`src/hw/rtl/drpb_pkg.sv`:
```
package drpb_pkg;

  localparam int CFG_IDX_W  = 2;
  localparam int CFG_DATA_W = 31;

  typedef enum logic [CFG_IDX_W-1:0] {
    REG_SHIP_COUNT = 2'd0,
    REG_SNAP       = 2'd1,
    REG_MIN_CORR   = 2'd2,
    REG_BLEND_TIME = 2'd3
  } cfg_reg_t;

  localparam logic [6:0]  SHIP_COUNT_RST = 7'd0;
  localparam logic [30:0] SNAP_RST       = 31'd12800;
  localparam logic [15:0] MIN_CORR_RST   = 16'd26;
  localparam logic [15:0] BLEND_TIME_RST = 16'd2048;

  localparam logic KIND_REPORT = 1'b0;
  localparam logic KIND_QUERY  = 1'b1;

  localparam logic signed [33:0] CORDIC_GAIN = 34'sd652032874;

  typedef struct packed {
    logic [6:0]  ship_count;
    logic [30:0] snap_limit;
    logic [15:0] min_correction;
    logic [15:0] blend_time;
  } cfg_t;

  typedef struct packed {
    logic               kind;
    logic [5:0]         vessel;
    logic [31:0]        now_time;
    logic signed [31:0] in_x;
    logic signed [31:0] in_z;
    logic signed [15:0] in_speed;
    logic [15:0]        in_bearing;
    logic signed [15:0] in_turn;
  } item_t;

  typedef struct packed {
    logic               in_range;
    logic signed [31:0] out_x;
    logic signed [31:0] out_z;
    logic signed [15:0] out_speed;
    logic [15:0]        out_bearing;
    logic signed [15:0] out_turn;
  } result_t;

  typedef struct packed {
    logic  in_range;
    item_t item;
  } qent_t;

  typedef struct packed {
    logic [31:0]        last_time;
    logic signed [31:0] last_x;
    logic signed [31:0] last_z;
    logic signed [15:0] last_speed;
    logic [15:0]        last_bearing;
    logic signed [15:0] last_turn;
    logic               blend_on;
    logic [31:0]        blend_start;
    logic signed [31:0] error_x;
    logic signed [31:0] error_z;
    logic signed [15:0] error_bearing;
  } ent_t;

  typedef enum logic [4:0] {
    S_CLR, S_IDLE, S_RD, S_DT, S_ROT, S_DIST, S_CORD, S_Q, S_MX, S_MZ,
    S_SQX, S_SQZ, S_SUM, S_CMP, S_EL, S_DIV, S_FF, S_S, S_EX, S_EZ, S_EB, S_OUT
  } back_state_t;

  function automatic logic [31:0] atan_unit(input logic [3:0] i);
    logic [31:0] r;
    case (i)
      4'd0:    r = 32'd536870912;
      4'd1:    r = 32'd316933406;
      4'd2:    r = 32'd167458907;
      4'd3:    r = 32'd85004756;
      4'd4:    r = 32'd42667331;
      4'd5:    r = 32'd21354465;
      4'd6:    r = 32'd10679838;
      4'd7:    r = 32'd5340245;
      4'd8:    r = 32'd2670163;
      4'd9:    r = 32'd1335087;
      4'd10:   r = 32'd667544;
      4'd11:   r = 32'd333772;
      4'd12:   r = 32'd166886;
      4'd13:   r = 32'd83443;
      4'd14:   r = 32'd41722;
      default: r = 32'd20861;
    endcase
    return r;
  endfunction

  function automatic logic signed [31:0] sat32(input logic signed [67:0] v);
    logic signed [31:0] r;
    if (v > 68'sd2147483647) r = 32'sh7FFFFFFF;
    else if (v < -68'sd2147483648) r = 32'sh80000000;
    else r = v[31:0];
    return r;
  endfunction

  function automatic logic signed [16:0] to_q15(input logic signed [33:0] v);
    logic signed [34:0] t;
    logic signed [16:0] r;
    t = (35'(v) + 35'sd16384) >>> 15;
    if (t > 35'sd32768) r = 17'sd32768;
    else if (t < -35'sd32768) r = -17'sd32768;
    else r = t[16:0];
    return r;
  endfunction

endpackage

```
`src/hw/rtl/drpb_if.sv`:
```
interface drpb_item_if;
  logic            valid;
  logic            ready;
  drpb_pkg::item_t data;
  modport source (output valid, output data, input ready);
  modport sink (input valid, input data, output ready);
endinterface


```
`src/hw/rtl/drpb_front.sv`:
```
module drpb_front #(
  parameter int MAX_VESSELS = 64
) (
  input  logic            clk,
  input  logic            rst,
  input  logic [6:0]      ship_count,
  drpb_item_if.sink       item,
  output logic            q_valid,
  input  logic            q_ready,
  output drpb_pkg::qent_t q_data
);
  import drpb_pkg::*;

  qent_t      slot [2];
  logic       wp, rp;
  logic [1:0] cnt;
  logic       push, pop, in_range;

  // classify: index must fall inside both the programmed count and the table
  assign in_range = ({1'b0, item.data.vessel} < ship_count) &&
                    (int'(item.data.vessel) < MAX_VESSELS);

  assign item.ready = (cnt != 2'd2);
  assign q_valid    = (cnt != 2'd0);
  assign q_data     = slot[rp];
  assign push       = item.valid && item.ready;
  assign pop        = q_valid && q_ready;

  always_ff @(posedge clk) begin
    if (rst) begin
      wp  <= 1'b0;
      rp  <= 1'b0;
      cnt <= 2'd0;
    end else begin
      if (push) wp <= ~wp;
      if (pop) rp <= ~rp;
      cnt <= cnt + 2'(push) - 2'(pop);
    end
  end

  always_ff @(posedge clk) begin
    if (push) begin
      slot[wp].in_range <= in_range;
      slot[wp].item     <= item.data;
    end
  end

endmodule

```
`src/flat_wrapper.sv`:
```
// flat-port wrapper written by rule: the top's interface ports become plain ports
module drpb_front_flat import drpb_pkg::*;
#(
  parameter int MAX_VESSELS = 64
)
  (clk, rst, ship_count, q_valid, q_ready, q_data, item_valid, item_data, item_ready);
  drpb_item_if item_i ();
  input  logic clk;
  input  logic rst;
  input  logic [6:0] ship_count;
  output logic q_valid;
  input  logic q_ready;
  output drpb_pkg::qent_t q_data;
  input wire logic [$bits(item_i.valid)-1:0] item_valid;
  input wire logic [$bits(item_i.data)-1:0] item_data;
  output wire logic [$bits(item_i.ready)-1:0] item_ready;
  assign item_i.valid = item_valid;
  assign item_i.data = item_data;
  assign item_ready = item_i.ready;
  drpb_front #(.MAX_VESSELS(MAX_VESSELS)) u_core (.clk(clk), .rst(rst), .ship_count(ship_count), .item(item_i), .q_valid(q_valid), .q_ready(q_ready), .q_data(q_data));
endmodule
```
`config.mk`:
```
export PLATFORM = sky130hd
export DESIGN_NAME = drpb_front_flat
export DESIGN_NICKNAME = d
export VERILOG_FILES = /design/src/hw/rtl/drpb_pkg.sv /design/src/hw/rtl/drpb_if.sv /design/src/hw/rtl/drpb_front.sv /design/src/flat_wrapper.sv
export SDC_FILE = /design/constraint.sdc
export NUM_CORES = 1
export LEC_CHECK = 0
export BUFFER_PORTS_ARGS = -buffer_cell sky130_fd_sc_hd__buf_2
export CAP_MARGIN = 30
export CORE_MARGIN = 4
export CORE_UTILIZATION = 40
export CTS_BUF_LIST = sky130_fd_sc_hd__clkbuf_8 sky130_fd_sc_hd__clkbuf_16
export DETAILED_ROUTE_END_ITERATION = 10
export GPL_TIMING_DRIVEN = 1
export HOLD_SLACK_MARGIN = 0.03
export PLACE_DENSITY = 0.63
export SYNTH_ARGS = -nofsm -noshare
export SYNTH_HDL_FRONTEND = slang
export SYNTH_SLANG_ARGS = --single-unit
```
`constraint.sdc`:
```
create_clock -name clk -period 4.78 [get_ports clk]
set_input_delay 0.239 -clock clk [delete_from_list [all_inputs] [get_ports clk]]
set_output_delay 0.239 -clock clk [all_outputs]
set_load 0.01 [all_outputs]
```
==> flow_metrics.py, run 1 <==
metrics = {
    "outcome": {
        "status": "completed",
    },
    "routing": {
        "drt_iter0_markers": 346,
        "firstDrtPassIters": 5,
        "dr_total_vias": 6413,
        "routed_wl_um": 24200,
        "viasPerCell": 4.54,
        "postRouteAntennaNets": 0,
        "wire_per_inst_um": 17.1,
        "drcViolationCount": 0,
    },
    "global_routing": {
        "grt_antenna_before_repair": 1,
        "grt_pass1_vias": 6847,
        "grt_pass1_wl_um": 36100,
        "grt_util_met1": 0.176,
        "grt_usage": 0.146,
        "grt_use_met2": 0.250,
        "grt_overflow": 0,
        "busiest_layer": "met2",
        "grt_use_met3": 0.0479,
        "grt_max_degree": 153,
    },
    "cts": {
        "hold_buffers": 152,
        "htreeDepth": 2,
        "clkTransAtPathRegs_ns": 0.06,
        "cts-root-buf": "clkbuf_16",
        "cts_sinks": 309,
        "cts_resized": 0,
        "cts_setup_buffers": 0,
        "insertion_delay_ns": 0.50,
        "clockBufferDepth": 3,
        "cts_buffers": 34,
        "cts_tree": "done",
    },
    "power": {
        "power.leakage_nw": 6.31,
        "p_clk_frac": 0.296,
        "p_seq_frac": 0.434,
        "pwr_density_cell_mw_per_mm2": 497,
        "internal_power_w": 0.00593,
        "irDropWorstVdd_mv": 0.349,
        "p_sw_frac": 0.264,
        "combPwrFrac": 0.271,
        "power_switching_w": 0.00212,
    },
    "worst_hold_path": {
        "hp-start": "ship_count[6]",
        "hp-class": "input port to flop",
        "whs_path_depth": 2,
        "hold-path-endpoint": "u_core.slot[0][151]",
    },
    "critical_path": {
        "critPathCaptureType": "output pin",
        "crit_type": "flop to output pin",
        "r2r_end": "u_core.slot[0][137]",
        "required_ns": 4.54,
        "r2r-start": "u_core.cnt[0]",
        "reg2reg_slack_ns": 2.56,
        "start_kind": "flop",
        "critical_path_arrival_ns": 2.40,
        "cp_max_fo": 152,
        "rr_worst_depth": 4,
    },
    "synthesis": {
        "avgSynthCellArea_um2": 22.6,
        "synth_flop_cell": "edfxtp_1",
        "synth_area_mm2": 0.0117,
        "ys_ff_latch": 309,
        "postSynth.asyncResetShare": 0,
        "synthCells": 515,
        "synth-warning-count": 0,
        "yosys.cell_types.count": 24,
        "synth.net_count": 684,
        "synth_edf_count": 304,
        "yosysSeqAreaShare": 0.792,
    },
    "floorplan": {
        "start_util": 0.406,
        "io_pins": 316,
        "dieArea_mm2": 0.0319,
        "num_rows": 62,
        "fp.dieW_um": 179,
        "fp.dieH_um": 179,
        "coreArea_mm2": 0.0287,
    },
    "sta": {
        "timing.final.crit_share": 0.551,
        "hold_viol": 0,
        "fin_crit_ns": 2.64,
        "setup_tns_ns": 0,
        "slew_violations": 0,
        "finalClockSkew_ns": 0.0171,
        "rsz0062_at_grt": "false",
        "timing.fmax_ghz": 0.379,
        "setup-violations-final": 0,
        "slew_headroom": 0.0899,
        "tightest_slew_ns": 1.37,
    },
    "final_layout": {
        "final_util": 0.564,
        "area_growth_pct": 39.0,
        "finish.net_count": 1174,
        "layout-drive-gt1-share": 0.506,
    },
    "placement": {
        "hpwl_um": 14800,
        "io_buffer_count": 315,
        "place.gp.congestion": 0.679,
    },
    "run": {
        "drv_cap": 0,
    },
}
==> synthesized netlist by cell type (2+ instances only) <==
cell type | instances | area share
edfxtp_1 | 304 | 0.78
mux2_4 | 80 | 0.10
mux2_2 | 72 | 0.070
buf_6 | 10 | 0.0097
inv_1 | 8 | 0.0026
buf_2 | 7 | 0.0030
ha_1 | 7 | 0.0075
dfxtp_1 | 5 | 0.0086
nor2_1 | 3 | 0.00097
a21o_1 | 2 | 0.0013
a21oi_1 | 2 | 0.00086
nand2b_1 | 2 | 0.0011
xnor2_1 | 2 | 0.0015
==> metrics by stage <==
step           setup slack [ns]  instance area, um^2  hold WS (ns)  power, W  instances
3_5_place_dp               2.52                13600         0.430   0.00565       1201
5_1_grt                    2.17                16200        0.0776   0.00844       1413
3_3_place_gp               2.57                13600         0.426   0.00563       1201
2_1_floorplan             0.125                11700         0.308   0.00495        515
6_report                   2.14                16200        0.0909   0.00806       1413
4_1_cts                    2.26                16200        0.0646   0.00816       1412
==> worst max path at each step <==
stage                        startpoint             endpoint  slack (ns)  cells past startpoint
after CTS                          flop           q_data[58]        2.26                      3
after detailed placement  u_core.cnt[0]  u_core.slot[0][134]        2.52                      4
after global placement    u_core.cnt[0]  u_core.slot[0][134]        2.57                      4
after floorplan           u_core.cnt[0]    u_core.slot[1][0]        0.13                      2
after global routing               flop          q_data[151]        2.17                      3
final                              flop           q_data[37]        2.14                      3
==> critical path: stages, from the launching register on <==
cell     delay (ns)
dfxtp_4        0.35
buf_12         0.48
mux2_2         0.44
buf_2          0.14
==> logic make-up after synthesis <==
group	count (synthesis)	share of synthesized area
flops	309	0.792
mux	152	0.173
buf+inv	25	0.0152
simple gates	11	0.00558
compound gates	8	0.00494
fa+ha+maj	7	0.00751
xor+xnor	3	0.00225
==> cell usage in the layout, fill, tap and decap left out, drive strengths merged, types with 3 or more instances in the layout <==
cell	n
clkinv	10
dlygate4sd3	152
mux2	152
clkbuf	37
edfxtp	304
inv	18
buf	319
ha	7
dfxtp	5
nor2	3
==> power by group through the flow <==
| stage | sequential [W] | clock, W | combinational (W) |
|---|---|---|---|
| 5_1_grt | 0.00352 | 0.00259 | 0.00233 |
| 4_1_cts | 0.00350 | 0.00246 | 0.00221 |
| 3_5_place_dp | 0.00355 | 0 | 0.00210 |
| 3_3_place_gp | 0.00353 | 0 | 0.00210 |
| 6_report | 0.00349 | 0.00238 | 0.00218 |
| 2_1_floorplan | 0.00357 | 0 | 0.00138 |
==> per-layer routing <==
metal,up-vias,part of all wire
li1,3025,-
met1,3102,0.39
met2,238,0.50
met3,48,0.086
met4,0,0.026
met5,-,0
==> cell type report <==
type / instances / area, um^2
well taps: 384 / 480
repair buffers: 471 / 3170
clock buffers: 37 / 903
diodes: 1 / 2.50
inverters: 8 / 35.0
flip-flops and latches: 309 / 9230
multi-input cells: 181 / 2250
clock inverters: 22 / 126
fillers: 2222 / 12500
==> registers in the layout, indices dropped and copies added (netlist names), named ones only <==
| name | cells |
|---|---|
| u_core.cnt | 2 |
| u_core.rp | 1 |
| u_core.slot | 304 |
| u_core.wp | 1 |
Power figures use the tool's default switching activity.
==> run 2, diff against run 1 <==
ABC_AREA = 1   (was default)
PLACE_DENSITY = 0.61   (was 0.63)
clock period = 2.7 ns   (was 4.78 ns; I/O delays follow)
==> flow_metrics.py, run 2 <==
metrics = {
    "placement": {
        "detailedPlace.worstSlack_ns": 0.564,
        "hpwl_um": 15300,
        "io_buffer_count": 315,
        "place.gp.congestion": 0.734,
        "placed_cell_area_mm2": 0.0138,
    },
    "power": {
        "power_switching_w": 0.00373,
        "p_clk_frac": 0.325,
        "total_power_w": 0.0145,
        "internal_power_w": 0.0108,
        "pwr_density_cell_mw_per_mm2": 881,
        "power.leakage_nw": 6.49,
        "p_seq_frac": 0.437,
        "irDropWorstVdd_mv": 0.615,
        "p_sw_frac": 0.257,
        "combPwrFrac": 0.238,
    },
    "synthesis": {
        "ys_top_cells_by_count": "edfxtp_1 (304), mux2_4 (80), mux2_2 (72)",
        "synth.net_count": 708,
        "yosys.cell_types.count": 13,
        "avgSynthCellArea_um2": 21.7,
        "synth_area_leaders": "edfxtp_1 (78%), mux2_4 (10%), mux2_2 (6.9%)",
        "synth_most_common_cell": "edfxtp_1",
        "synth_edf_count": 304,
        "synth_flop_cell": "edfxtp_1",
        "synth-warning-count": 0,
        "ys_ff_latch": 309,
        "yosysSeqAreaShare": 0.789,
        "synth_area_mm2": 0.0117,
        "yosys.area.top_type": "edfxtp_1",
        "postSynth.asyncResetShare": 0,
        "synthCells": 539,
        "synth_top_area_share": 0.781,
    },
    "sta": {
        "slew_violations": 0,
        "setup-violations-final": 0,
        "rsz0062_at_grt": "false",
        "timing.fmax_ghz": 0.452,
        "final.setup.worst_slack_ns": 0.486,
        "tightest_slew_ns": 0.825,
        "timing.final.crit_share": 0.820,
        "setup_tns_ns": 0,
        "hold_viol": 0,
        "fin_crit_ns": 2.21,
        "finalClockSkew_ns": 0.00499,
        "slew_headroom": 0.450,
    },
    "cts": {
        "cts_setup_buffers": 0,
        "htreeDepth": 2,
        "cts_sinks": 309,
        "cts-root-buf": "clkbuf_16",
        "cts_resized": 0,
        "clockBufferDepth": 3,
        "clkTransAtPathRegs_ns": 0.06,
        "hold_buffers": 153,
        "insertion_delay_ns": 0.49,
        "cts_tree": "done",
        "cts_buffers": 34,
    },
    "critical_path": {
        "required_ns": 2.57,
        "critical_path_arrival_ns": 2.08,
        "crit_type": "flop to output pin",
        "r2r-start": "u_core.cnt[0]",
        "reg2reg_slack_ns": 0.61,
        "start_kind": "flop",
        "critPathCaptureType": "output pin",
        "cp_max_fo": 52,
    },
    "final_layout": {
        "layout_commonest_cell": "buf_2",
        "reg_top3": "u_core.slot x304, u_core.cnt x2",
        "finish.net_count": 1206,
        "final_cell_area_mm2": 0.0165,
        "fillers": 2217,
        "layout-drive-gt1-share": 0.507,
        "antenna_cells": 0,
        "largest-register": "u_core.slot",
        "final_cell_mix": "buf_2 (315), edfxtp_1 (304), dlygate4sd3_1 (153), mux2_4 (80), mux2_2 (72)",
        "area_growth_pct": 40.9,
        "largest_reg_flops": 304,
    },
    "worst_hold_path": {
        "hp-start": "item_valid",
        "hp-class": "input port to flop",
    },
    "floorplan": {
        "fp.dieW_um": 179,
        "dieArea_mm2": 0.0320,
        "fp.dieH_um": 179,
        "num_rows": 62,
        "coreArea_mm2": 0.0288,
        "io_pins": 316,
        "start_util": 0.406,
    },
    "global_routing": {
        "grt_max_degree": 80,
        "grt_overflow": 0,
        "grt_usage": 0.146,
        "grt_antenna_before_repair": 1,
        "grt_pass1_wl_um": 36800,
        "grt_pass1_vias": 6981,
    },
    "run": {
        "drv_cap": 0,
    },
    "routing": {
        "drt_iter0_markers": 254,
        "routed_wl_um": 24400,
        "drcViolationCount": 0,
        "postRouteAntennaNets": 0,
        "firstDrtPassIters": 5,
        "dr_total_vias": 6480,
        "viasPerCell": 4.48,
        "wire_per_inst_um": 16.8,
    },
    "outcome": {
        "status": "completed",
    },
}
==> run 2: cell count changes in the layout (fill, tap and decap cells not counted), moves of 3 or more <==
cell / change
clkinv_2: +5
inv_6: -3
buf_4: +6
clkinv_1: -3
bufinv_16: +4
nor2_1: +6
nand2_1: +17
inv_1: +7
==> run 2: critical path, stage by stage (launching register included) <==
cell     delay, ns
dfxtp_4       0.64
buf_12        0.34
mux2_2        0.39
buf_2         0.15
==> run 2: cells by family (layout without fill, tap and decap cells) <==
logic type                 count (synthesis)  count (layout)  share of synthesized area
buffers and inverters                     35             559                     0.0184
adders and majority gates                  7               7                    0.00749
AOI/OAI and AO/OA                          4               4                    0.00193
and+or+nand+nor                           32              32                     0.0106
muxes                                    152             152                      0.172
DFF                                      309             309                      0.789
==> run 2: metrics by stage <==
| step | util | hold slack, ns | instances |
|---|---|---|---|
| after floorplan | - | 0.199 | 539 |
| after global placement | 0.478 | 0.313 | 1232 |
| after detailed placement | 0.478 | 0.316 | 1232 |
| after CTS | 0.572 | 0.0388 | 1447 |
| after global routing | 0.572 | 0.0819 | 1447 |
| final | 0.572 | 0.0547 | 1447 |
==> run 2: final timing paths <==
kind	depth (start not counted)	end
setup / recovery	3	q_data[69]
hold / removal	4	u_core.wp
setup reg to reg	6	u_core.slot[1][151]
hold reg to reg	2	flop
==> run 2: layer usage <==
layer	share of wire	global-route usage
met1	0.40	0.180
met2	0.47	0.239
met3	0.10	0.0553
met4	0.027	0.0457
met5	0.00045	0
==> run 2: final cells by class <==
| cell class | instances | area [um^2] | share of cell area |
|---|---|---|---|
| clock buffer | 37 | 926 | 0.0562 |
| clock inverter | 25 | 243 | 0.0147 |
| inverter | 18 | 71.3 | 0.00433 |
| multi-input combinational | 195 | 2270 | 0.138 |
| sequential | 309 | 9240 | 0.561 |
| tap | 384 | 480 | 0.0292 |
| timing repair buffer | 479 | 3240 | 0.197 |
==> run 2: power by group through the flow <==
| stage | clock (W) | sequential [W] | combinational, W |
|---|---|---|---|
| 6_report | 0.00472 | 0.00634 | 0.00346 |
| 5_1_grt | 0.00506 | 0.00640 | 0.00374 |
| 4_1_cts | 0.00486 | 0.00634 | 0.00352 |
| 3_5_place_dp | 0 | 0.00644 | 0.00333 |
| 3_3_place_gp | 0 | 0.00641 | 0.00333 |
| 2_1_floorplan | 0 | 0.00640 | 0.00217 |
